===== src/set_assoc_cache_lru_sim_macros.svh =====
// Assertion macros for the set-associative LRU cache model.
// Included by the RTL files that carry concurrent assertions; no other dependencies.
`ifndef SET_ASSOC_CACHE_LRU_SIM_MACROS_SVH
`define SET_ASSOC_CACHE_LRU_SIM_MACROS_SVH
`ifndef SYNTHESIS
// Same-cycle implication, disabled while reset is low
`define SACL_ASSERT_IMP(lbl, clk, rst_n, ante, cons) \
    lbl: assert property (@(posedge clk) disable iff (!(rst_n)) (ante) |-> (cons)) \
        else $error("sacl assertion failed");
// Next-cycle implication, disabled while reset is low
`define SACL_ASSERT_NXT(lbl, clk, rst_n, ante, cons) \
    lbl: assert property (@(posedge clk) disable iff (!(rst_n)) (ante) |=> (cons)) \
        else $error("sacl assertion failed");
`else
`define SACL_ASSERT_IMP(lbl, clk, rst_n, ante, cons)
`define SACL_ASSERT_NXT(lbl, clk, rst_n, ante, cons)
`endif
`endif


===== src/sacl_ram.sv =====
// Generic single-write, single-read synchronous RAM with registered read data.
// No dependencies.
`default_nettype none
module sacl_ram #(
    parameter int  WIDTH = 8,
    parameter int  DEPTH = 64,
    localparam int AW    = (DEPTH > 1) ? $clog2(DEPTH) : 1
) (
    input  wire logic             i_clk,
    input  wire logic             i_we,
    input  wire logic [AW-1:0]    i_waddr,
    input  wire logic [WIDTH-1:0] i_wdata,
    input  wire logic             i_re,
    input  wire logic [AW-1:0]    i_raddr,
    output logic      [WIDTH-1:0] o_rdata
);

    logic [WIDTH-1:0] r_mem [DEPTH];
    logic [WIDTH-1:0] r_rdata;

    // Write port and registered read port
    always_ff @(posedge i_clk) begin
        if (i_we) begin
            r_mem[i_waddr] <= i_wdata;
        end
        if (i_re) begin
            r_rdata <= r_mem[i_raddr];
        end
    end

    assign o_rdata = r_rdata;

endmodule
`default_nettype wire


===== config.mk =====
export PLATFORM = sky130hd
export DESIGN_NAME = sacl_ram
export DESIGN_NICKNAME = d
export VERILOG_FILES = /design/src/set_assoc_cache_lru_sim_macros.svh /design/src/sacl_ram.sv
export SDC_FILE = /design/constraint.sdc
export NUM_CORES = 1
export LEC_CHECK = 0
export BUFFER_PORTS_ARGS = -buffer_cell sky130_fd_sc_hd__buf_2
export CAP_MARGIN = 20
export CORE_MARGIN = 3
export CORE_UTILIZATION = 57
export DETAILED_ROUTE_END_ITERATION = 6
export PLACE_DENSITY = 0.84
export SLEW_MARGIN = 10
export SYNTH_ARGS = -nofsm -noshare
export SYNTH_HDL_FRONTEND = slang
export SYNTH_SLANG_ARGS = --single-unit

===== constraint.sdc =====
create_clock -name i_clk -period 3.15 [get_ports i_clk]
set_input_delay 0.315 -clock i_clk [delete_from_list [all_inputs] [get_ports i_clk]]
set_output_delay 0.315 -clock i_clk [all_outputs]
set_load 0.02 [all_outputs]

==> impl_metrics.tcl, run 1 <==
set metrics [dict create \
    cts_root_buf "clkbuf_16" \
    top_usage_layer "met2" \
    post-synth-top-count-cell "edfxtp_1" \
    yosysWarnings 0 \
    async_reset_ff_share_pct 0 \
    cts_hold_buffers 0 \
    timing_worst_setup_path_type "in -> reg" \
    ios 31 \
    ir_worst_vdd_v 0.000544 \
    cpMaxStageDelayCell "a2111oi_0" \
    met2_usage_pct 39.0 \
    crit_end "o_rdata[3]$_DFFE_PP_" \
    utilization_pct 65.8 \
    comb_power_share_pct 5.4 \
    synthesis.nets 963 \
    crit_start "i_raddr[0]" \
    p_sw_share_pct 20.9 \
    multi_input_area_sq_mm 0.00432 \
    ys_seq_elements 520 \
    dpl-instance-area_sq_mm 0.0213 \
    routedWlPerCell_microns 30.2 \
    p_int_mw 11.1 \
    syn_inst 940 \
    wl_microns 46500 \
    grt_use_met3_pct 5.41 \
    synth-xor-area-share_pct 0 \
    dieWidth_microns 194 \
    antenna_found_initial 3 \
    drt_iter0_markers 1769 \
    drc 0 \
    clk_pin_slew_ns 0.07 \
    leakagePower_nw 7.26 \
    viasPerCell 6.76 \
    required_ns 3.40 \
    synth-compound-area-share_pct 2.06 \
    clock_path_buffers 3 \
    avgSynthCellArea_sq_um 21.5 \
    drv_cap 0 \
    track_usage_pct 24.6 \
    synth_mux_area_share_pct 15.9 \
    grt_max_degree 65 \
    r2r_end "o_rdata[3]$_DFFE_PP_" \
    crit_chain "clkbuf_8 -> buf_12 -> mux4_2 -> nor2b_1 -> a2111oi_0 -> o41ai_1" \
    slowest_delay_ns 0.66 \
    synth_common_cells "edfxtp_1, mux4_2, nor2_1" \
    core_area_sq_mm 0.0348 \
    rsz0062_at_grt "no" \
    nets 1071 \
    seq_area_sq_mm 0.0156 \
    cp.arrival_ns 2.63 \
    hold_viol_final 0 \
    outcome "completed" \
    worstMarginPinSlew_ns 0.863 \
    drive_above_1_share_pct 29.3 \
    hold_class "in -> reg" \
    synth.area.top_cells "edfxtp_1, mux4_2, nor2_1, mux2i_1, mux2_2" \
    drtAntennaViolNets 0 \
    finClkSkew_ns 0.0136 \
    placementRows 68 \
    critPathMaxFanout 44 \
    place_hpwl_microns 27300 \
    setup_tns_ns 0 \
    drv_slew 0 \
    cts_sinks 520 \
    grt_pass1_vias 10500 \
    cts_tree "built" \
    r2r-start "r_mem[0][3]$_DFFE_PP_" \
    synthesis.area_sq_mm 0.0202 \
    clock_latency_ns 0.55 \
    pwr-share-seq_pct 55.1 \
    die-area_sq_mm 0.0378 \
    period_share_pct 75.6 \
    num_vias 10400 \
    synth_cell_type_count 39 \
    max_clock_freq_mhz 420 \
    grt_overflow 0 \
    max-slew-margin-rel_pct 42.3 \
    reg2reg_depth 4 \
    synth_top_family_by_area "multiplexers" \
    synth_fa_ha_area_share_pct 0 \
    post_cts_buffers 0 \
    reg2reg_slack_ns 0.94 \
    synthSimpleGateAreaFrac_pct 3.37 \
    final_cell_area_sq_mm 0.0229 \
    grt_pass1_wl_microns 68800 \
    cts_resized 0 \
    cts_inserted_buffers 49 \
    setup_viol 0 \
    start_util_pct 58.2 \
    io_buffers 30 \
    synth_edf_count 520 \
    synth_top_area_share_pct 77.1 \
    syn_to_final_growth_pct 13.0 \
    die_h_microns 194 \
    ys_seq_area_share_pct 77.1 \
    power_frac_clock_pct 39.5 \
    start_kind "input port" \
    ys.flop_type "edfxtp_1" \
    n_fill_cell 2029 \
    grtUsageMet1_pct 34.4 \
    h-tree-depth 2 \
    switchingPower_mw 2.91 \
    first_pass_iters 5 \
    yosysTopAreaCell "edfxtp_1" \
    end_kind "flop" \
    min_period_ns 2.38 \
    power.density_mw_per_mm2 610 \
    routabilityCongestion 0.849 \
]
==> metal layers <==
layer	routed length (microns)	share of wire [%]
met4	1940	4.2
met5	7	0.015
met2	22600	49
met1	16900	36
met3	5020	11
==> registers in the layout, indices dropped and copies added (netlist names) <==
register and count:
r_mem 512, o_rdata 8
==> worst max-delay path, delay by kind of cell <==
| kind | cells | cell delay, ns |
|---|---|---|
| muxes | 1 | 0.55 |
| buffers and inverters | 2 | 0.63 |
| AOI/OAI and AO/OA | 2 | 0.91 |
| and+or+nand+nor | 1 | 0.17 |
==> per-stage QoR <==
stage	hold WS (ns)	power (mW)	setup slack [ns]	std cells
2_1_floorplan	0.414	8.25	1.03	940
3_3_place_gp	0.675	8.52	0.475	1444
3_5_place_dp	0.692	8.56	0.408	1445
4_1_cts	0.115	14.0	0.829	1530
5_1_grt	0.123	14.3	0.810	1538
6_report	0.149	14.0	0.770	1540
==> placed cells by master, fill, tap and decap left out, types with 4 or more instances in the layout <==
| master | n |
|---|---|
| a211oi_1 | 4 |
| a221oi_1 | 6 |
| buf_12 | 11 |
| buf_2 | 27 |
| buf_4 | 68 |
| clkbuf_1 | 9 |
| clkbuf_16 | 49 |
| clkinv_1 | 8 |
| clkinv_2 | 11 |
| clkinvlp_4 | 4 |
| edfxtp_1 | 520 |
| mux2_2 | 13 |
| mux2i_1 | 23 |
| mux4_2 | 126 |
| nand2_1 | 19 |
| nand2b_1 | 7 |
| nand3_1 | 13 |
| nor2_1 | 83 |
| nor2b_1 | 14 |
| nor3_1 | 7 |
| o221ai_1 | 8 |
| o22ai_1 | 8 |
==> worst min path at each step <==
stage | start | to | slack [ns] | depth (start not counted)
after floorplan | i_wdata[0] | r_mem[0][0]$_DFFE_PP_ | 0.41 | 0
after detailed placement | i_re | o_rdata[2]$_DFFE_PP_ | 0.69 | 1
after CTS | i_re | o_rdata[1]$_DFFE_PP_ | 0.11 | 1
after global placement | i_re | o_rdata[0]$_DFFE_PP_ | 0.68 | 1
final | i_re | o_rdata[1]$_DFFE_PP_ | 0.15 | 1
after global routing | i_re | o_rdata[1]$_DFFE_PP_ | 0.12 | 1
==> cell type report <==
| class | count | share of cell area, % |
|---|---|---|
| sequential | 520 | 68.2 |
| multi-input combinational | 369 | 18.9 |
| clock buffer | 58 | 5.50 |
| timing repair buffer | 108 | 3.96 |
| tap | 455 | 2.49 |
| clock inverter | 27 | 0.935 |
| antenna | 3 | 0.0328 |
==> cells by family after synthesis <==
kind of cell           count (synthesis)
AOI/OAI and AO/OA                     54
buffers and inverters                 51
DFF                                  520
muxes                                162
and+or+nand+nor                      153
==> power by group through the flow <==
| stage | Combinational (mW) | Sequential (mW) | Clock, mW |
|---|---|---|---|
| 2_1_floorplan | 0.408 | 7.84 | 0 |
| 3_3_place_gp | 0.681 | 7.84 | 0 |
| 3_5_place_dp | 0.710 | 7.85 | 0 |
| 4_1_cts | 0.723 | 7.70 | 5.58 |
| 5_1_grt | 0.791 | 7.69 | 5.82 |
| 6_report | 0.753 | 7.69 | 5.52 |
Power figures use the tool's default switching activity.
==> run 2, diff against run 1 <==
- CORE_UTILIZATION: 57 -> 56
- PLACE_DENSITY: 0.84 -> 0.86
- clock period: 3.15 -> 1.92 ns (I/O delays scaled with it)
==> run 2 against run 1 <==
Global-route usage rose by 0.77 points. Hold slack worse by 0.11 ns. Critical path depth down 1. Via count is 2.0% higher. Die area rose by 1.7%. Core utilization grew 0.75 points. Combinational power up 83%. First-iteration DRC count fell by 16%. Total power grew 68%. Register-to-register slack worse by 1.2 ns. Clock power up 70%. Non-clock buffer count grew 60. The flow now finishes with violations (setup timing).
==> impl_metrics.tcl, run 2 (synthesis results as in run 1) <==
set metrics [dict create \
    largest_register_ffs 512 \
    violations "setup timing" \
    dieWidth_microns 196 \
    max_clock_freq_mhz 466 \
    setup_viol 5 \
    grt_max_degree 65 \
    ios 31 \
    routedWlPerCell_microns 29.8 \
    die-area_sq_mm 0.0385 \
    hold_viol_final 0 \
    nets 1132 \
    drv_cap 0 \
    end_kind "flop" \
    die_h_microns 196 \
    final_common_cell "edfxtp_1" \
    wl_microns 47900 \
    timing_worst_setup_path_type "reg -> reg" \
    outcome "finished with violations" \
    critPathMaxFanout 1 \
    grt_pass1_wl_microns 71500 \
    grt_overflow 0 \
    clock_latency_ns 0.57 \
    period_share_pct 112 \
    start_kind "flop" \
    track_usage_pct 25.4 \
    core_area_sq_mm 0.0356 \
    rsz0062_at_grt "yes" \
    min_period_ns 2.15 \
    final_cell_mix "edfxtp_1, mux4_2, buf_4, nor2_1, clkbuf_16" \
    p_sw_share_pct 20.8 \
    viasPerCell 6.60 \
    cts_hold_buffers 0 \
    leakagePower_nw 7.70 \
    routabilityCongestion 0.918 \
    worstMarginPinSlew_ns 0.943 \
    cts_tree "built" \
    switchingPower_mw 4.87 \
    finClkSkew_ns 0.0249 \
    hold_class "in -> reg" \
    ir_worst_vdd_v 0.000722 \
    power_frac_clock_pct 40.2 \
    antenna_found_initial 3 \
    syn_to_final_growth_pct 16.9 \
    comb_power_share_pct 5.9 \
    clk_pin_slew_ns 0.07 \
    num_vias 10600 \
    start_util_pct 56.9 \
    drtAntennaViolNets 0 \
    fin_hold_ws_ns 0.0422 \
    setup_tns_ns -0.460 \
    max-slew-margin-rel_pct 37.2 \
    h-tree-depth 2 \
    placementRows 69 \
    cp.arrival_ns 2.44 \
    place_hpwl_microns 28900 \
    power_mw 23.4 \
    fin_ws_ns -0.227 \
    regMostFlops "r_mem" \
    cts_sinks 520 \
    grt_pass1_vias 11000 \
    drive_above_1_share_pct 34.2 \
    drt_iter0_markers 1487 \
    cts_root_buf "clkbuf_16" \
    drv_slew 0 \
    drc 0 \
    pwr-share-seq_pct 53.9 \
    clock_path_buffers 3 \
    utilization_pct 66.5 \
    io_buffers 30 \
    cts_inserted_buffers 50 \
    required_ns 2.21 \
    power.density_mw_per_mm2 989 \
    n_antenna_cell 0 \
    first_pass_iters 5 \
    p_int_mw 18.5 \
]
==> run 2: power groups by stage <==
stage	Sequential [mW]	Clock [mW]	Combinational (mW)
after floorplan	12.9	0	0.673
after global placement	12.9	0	1.24
after detailed placement	12.9	0	1.29
after CTS	12.6	9.45	1.34
after global routing	12.6	9.94	1.45
final	12.6	9.40	1.38
==> run 2: worst paths after layout <==
kind                            cells after the start                   start                    to  slack [ns]
worst min register to register                      4  r_mem[35][0]$_DFFE_PP_  o_rdata[0]$_DFFE_PP_        0.96
worst max register to register                      5  r_mem[16][6]$_DFFE_PP_  o_rdata[6]$_DFFE_PP_       -0.23
worst max-delay path                                5  r_mem[16][6]$_DFFE_PP_  o_rdata[6]$_DFFE_PP_       -0.23
worst min-delay path                                1                    i_re  o_rdata[4]$_DFFE_PP_        0.04
==> run 2: final cells by class <==
cell class                      count  area, sq um
Sequential cell                   520        15600
Fill cell                        2078        11900
Multi-Input combinational cell    369         4460
Timing Repair Buffer              168         1450
Clock buffer                       58         1300
Tap cell                          461          577
Clock inverter                     32          256
==> run 2: through the flow <==
step	worst slack (ns)	instance area [sq um]	instances
final	-0.227	23700	1608
after global routing	-0.248	23700	1608
after CTS	-0.152	23600	1608
after detailed placement	-0.629	22000	1518
after global placement	-0.489	22000	1518
after floorplan	0.000454	20300	940
==> run 2: timing repair <==
| action | 4_1_cts | 5_1_grt |
|---|---|---|
| endpoints found under the hold margin | 0 | 0 |
| endpoints found under the setup margin | 6 | 8 |
| pin swaps | 4 | 1 |
| setup buffers | 0 | 0 |
| gates resized for setup | 19 | 8 |
==> run 2: routing by layer <==
layer / share of wire [%] / track usage (%)
met5: 0.086 / 0
met4: 4.9 / 11.0
met3: 10 / 5.70
met2: 49 / 41.2
met1: 36 / 33.7
==> run 2: worst max-delay path, stage by stage, from the launching register on <==
cell and delay, ns:
edfxtp_1 0.40, mux4_2 0.49, mux2_4 0.30, o221a_4 0.28, nor3_4 0.31, o32ai_2 0.12
==> run 3, diff against run 2 <==
- RECOVER_POWER: default -> 50
==> run 3 against run 2 <==
The run ends with capacitance limit, slew limit, setup timing left. Non-clock buffer count unchanged. Combinational power about the same. Wire length increased by 0.44%. Total power about the same. Critical path type unchanged. Hold slack improved by 0.14 ns. First-iteration DRC count increased by 0.13%. Sequential share of layout area increased by 0.32 points. Cell count unchanged. Sequential power about the same. Critical path depth unchanged. Setup slack got worse by 0.0078 ns.
==> impl_metrics.tcl, run 3 (synthesis results as in run 1) <==
set metrics [dict create \
    h-tree-depth 2 \
    drtAntennaViolNets 0 \
    drc 0 \
    cts_tree "built" \
    multi_input_area_sq_mm 0.00446 \
    clock_latency_ns 0.57 \
    ir_worst_vdd_v 0.000721 \
    slowest_delay_ns 0.48 \
    wl_microns 48100 \
    dpl-instance-area_sq_mm 0.0220 \
    power.density_mw_per_mm2 995 \
    min_period_ns 2.16 \
    setup_tns_ns -0.492 \
    n_antenna_cell 0 \
    finClkSkew_ns 0.0245 \
    end_kind "flop" \
    fin_cells 1608 \
    io_buffers 30 \
    routedWlPerCell_microns 29.9 \
    crit_chain "mux4_2 -> mux2_4 -> o221a_4 -> nor3_4 -> o32ai_2" \
    regMostFlops "r_mem" \
    grt_overflow 0 \
    outcome "finished with violations" \
    start_kind "flop" \
    critPathMaxFanout 1 \
    power_mw 23.4 \
    clock_path_buffers 3 \
    grt_pass1_wl_microns 71500 \
    place_hpwl_microns 28900 \
    period_share_pct 112 \
    fin_ws_ns -0.235 \
    final_cell_mix "edfxtp_1, mux4_2, buf_4, nor2_1, clkbuf_16" \
    drv_cap 2 \
    cts_inserted_buffers 50 \
    viasPerCell 6.62 \
    antenna_found_initial 3 \
    start_util_pct 56.9 \
    first_pass_iters 6 \
    worstMarginPinSlew_ns 1.90 \
    ios 31 \
    max-slew-margin-rel_pct -26.5 \
    final_cell_area_sq_mm 0.0235 \
    num_vias 10600 \
    cpMaxStageDelayCell "mux4_2" \
    setup_viol 4 \
    seq_area_sq_mm 0.0156 \
    nets 1132 \
    place_ws_ns -0.629 \
    cts_root_buf "clkbuf_16" \
    placementRows 69 \
    routabilityCongestion 0.918 \
    max_clock_freq_mhz 464 \
    die-area_sq_mm 0.0385 \
    drv_slew 77 \
    die_h_microns 196 \
    final_common_cell "edfxtp_1" \
    drive_above_1_share_pct 33.9 \
    cp.arrival_ns 2.45 \
    rsz0062_at_grt "yes" \
    timing_worst_setup_path_type "reg -> reg" \
    syn_to_final_growth_pct 16.3 \
    post_cts_buffers 0 \
    drt_iter0_markers 1489 \
    largest_register_ffs 512 \
    leakagePower_nw 7.65 \
    dp_cells 1518 \
    hold_viol_final 0 \
    violations "capacitance limit, slew limit, setup timing" \
    core_area_sq_mm 0.0356 \
    n_fill_cell 2093 \
    grt_pass1_vias 11000 \
    dieWidth_microns 196 \
    required_ns 2.21 \
    clk_pin_slew_ns 0.07 \
    cts_sinks 520 \
    track_usage_pct 25.4 \
    grt_max_degree 65 \
    hold_class "in -> reg" \
]
run 3: cell count changes in the layout (fill, tap and decap cells not counted), sizes merged:
cell / previous run / this run
buf: 167 / 155
clkbuf: 59 / 71
run 3: power by group:
group	switching, mW	total, mW	internal, mW
sequential	0.0438	12.6	12.6
combinational	0.805	1.35	0.543
clock	4.04	9.43	5.38
total	4.89	23.4	18.5
run 3: cell type report:
cell class / count / area share [%]
sequential: 520 / 66.3
multi-input combinational: 369 / 18.9
timing repair buffer: 168 / 5.69
clock buffer: 58 / 5.53
tap: 461 / 2.45
clock inverter: 32 / 1.09
run 3: per-stage QoR:
| stage | hold slack (ns) | utilization, % |
|---|---|---|
| after floorplan | 0.291 | - |
| after global placement | 0.583 | 61.7 |
| after detailed placement | 0.579 | 61.7 |
| after CTS | 0.0000479 | 66.4 |
| after global routing | 0.202 | 66.2 |
| final | 0.186 | 66.2 |
run 3: worst paths after layout:
check | startpoint | to | slack [ns] | cells past startpoint
hold / removal | i_raddr[5] | o_rdata[2]$_DFFE_PP_ | 0.19 | 3
setup / recovery | r_mem[16][6]$_DFFE_PP_ | o_rdata[6]$_DFFE_PP_ | -0.24 | 5
setup reg to reg | r_mem[16][6]$_DFFE_PP_ | o_rdata[6]$_DFFE_PP_ | -0.24 | 5
hold reg to reg | r_mem[35][0]$_DFFE_PP_ | o_rdata[0]$_DFFE_PP_ | 0.97 | 4
run 3: metal layers:
layer  GRT usage [%]  up-vias  share of wire (%)
met1            33.7     5450                 36
met5               0        -              0.085
li1                -     4271                  -
met4            11.0        6                4.9
met3            5.70      167                 10
met2            41.2      754                 49
run 3: timing repair:
item                                    CTS  global route
cloned                                    0             0
resized for setup                        19             8
hold buffers                              0             0
pin swaps                                 4             1
hold endpoints to repair                  0             0
endpoints found under the setup margin    6             8
run 3: worst max-delay path, delay by kind of cell, from the launching register on:
kind            cells  cell delay, ns
mux                 2            0.78
compound gates      2            0.41
flops               1            0.39
simple gates        1            0.31
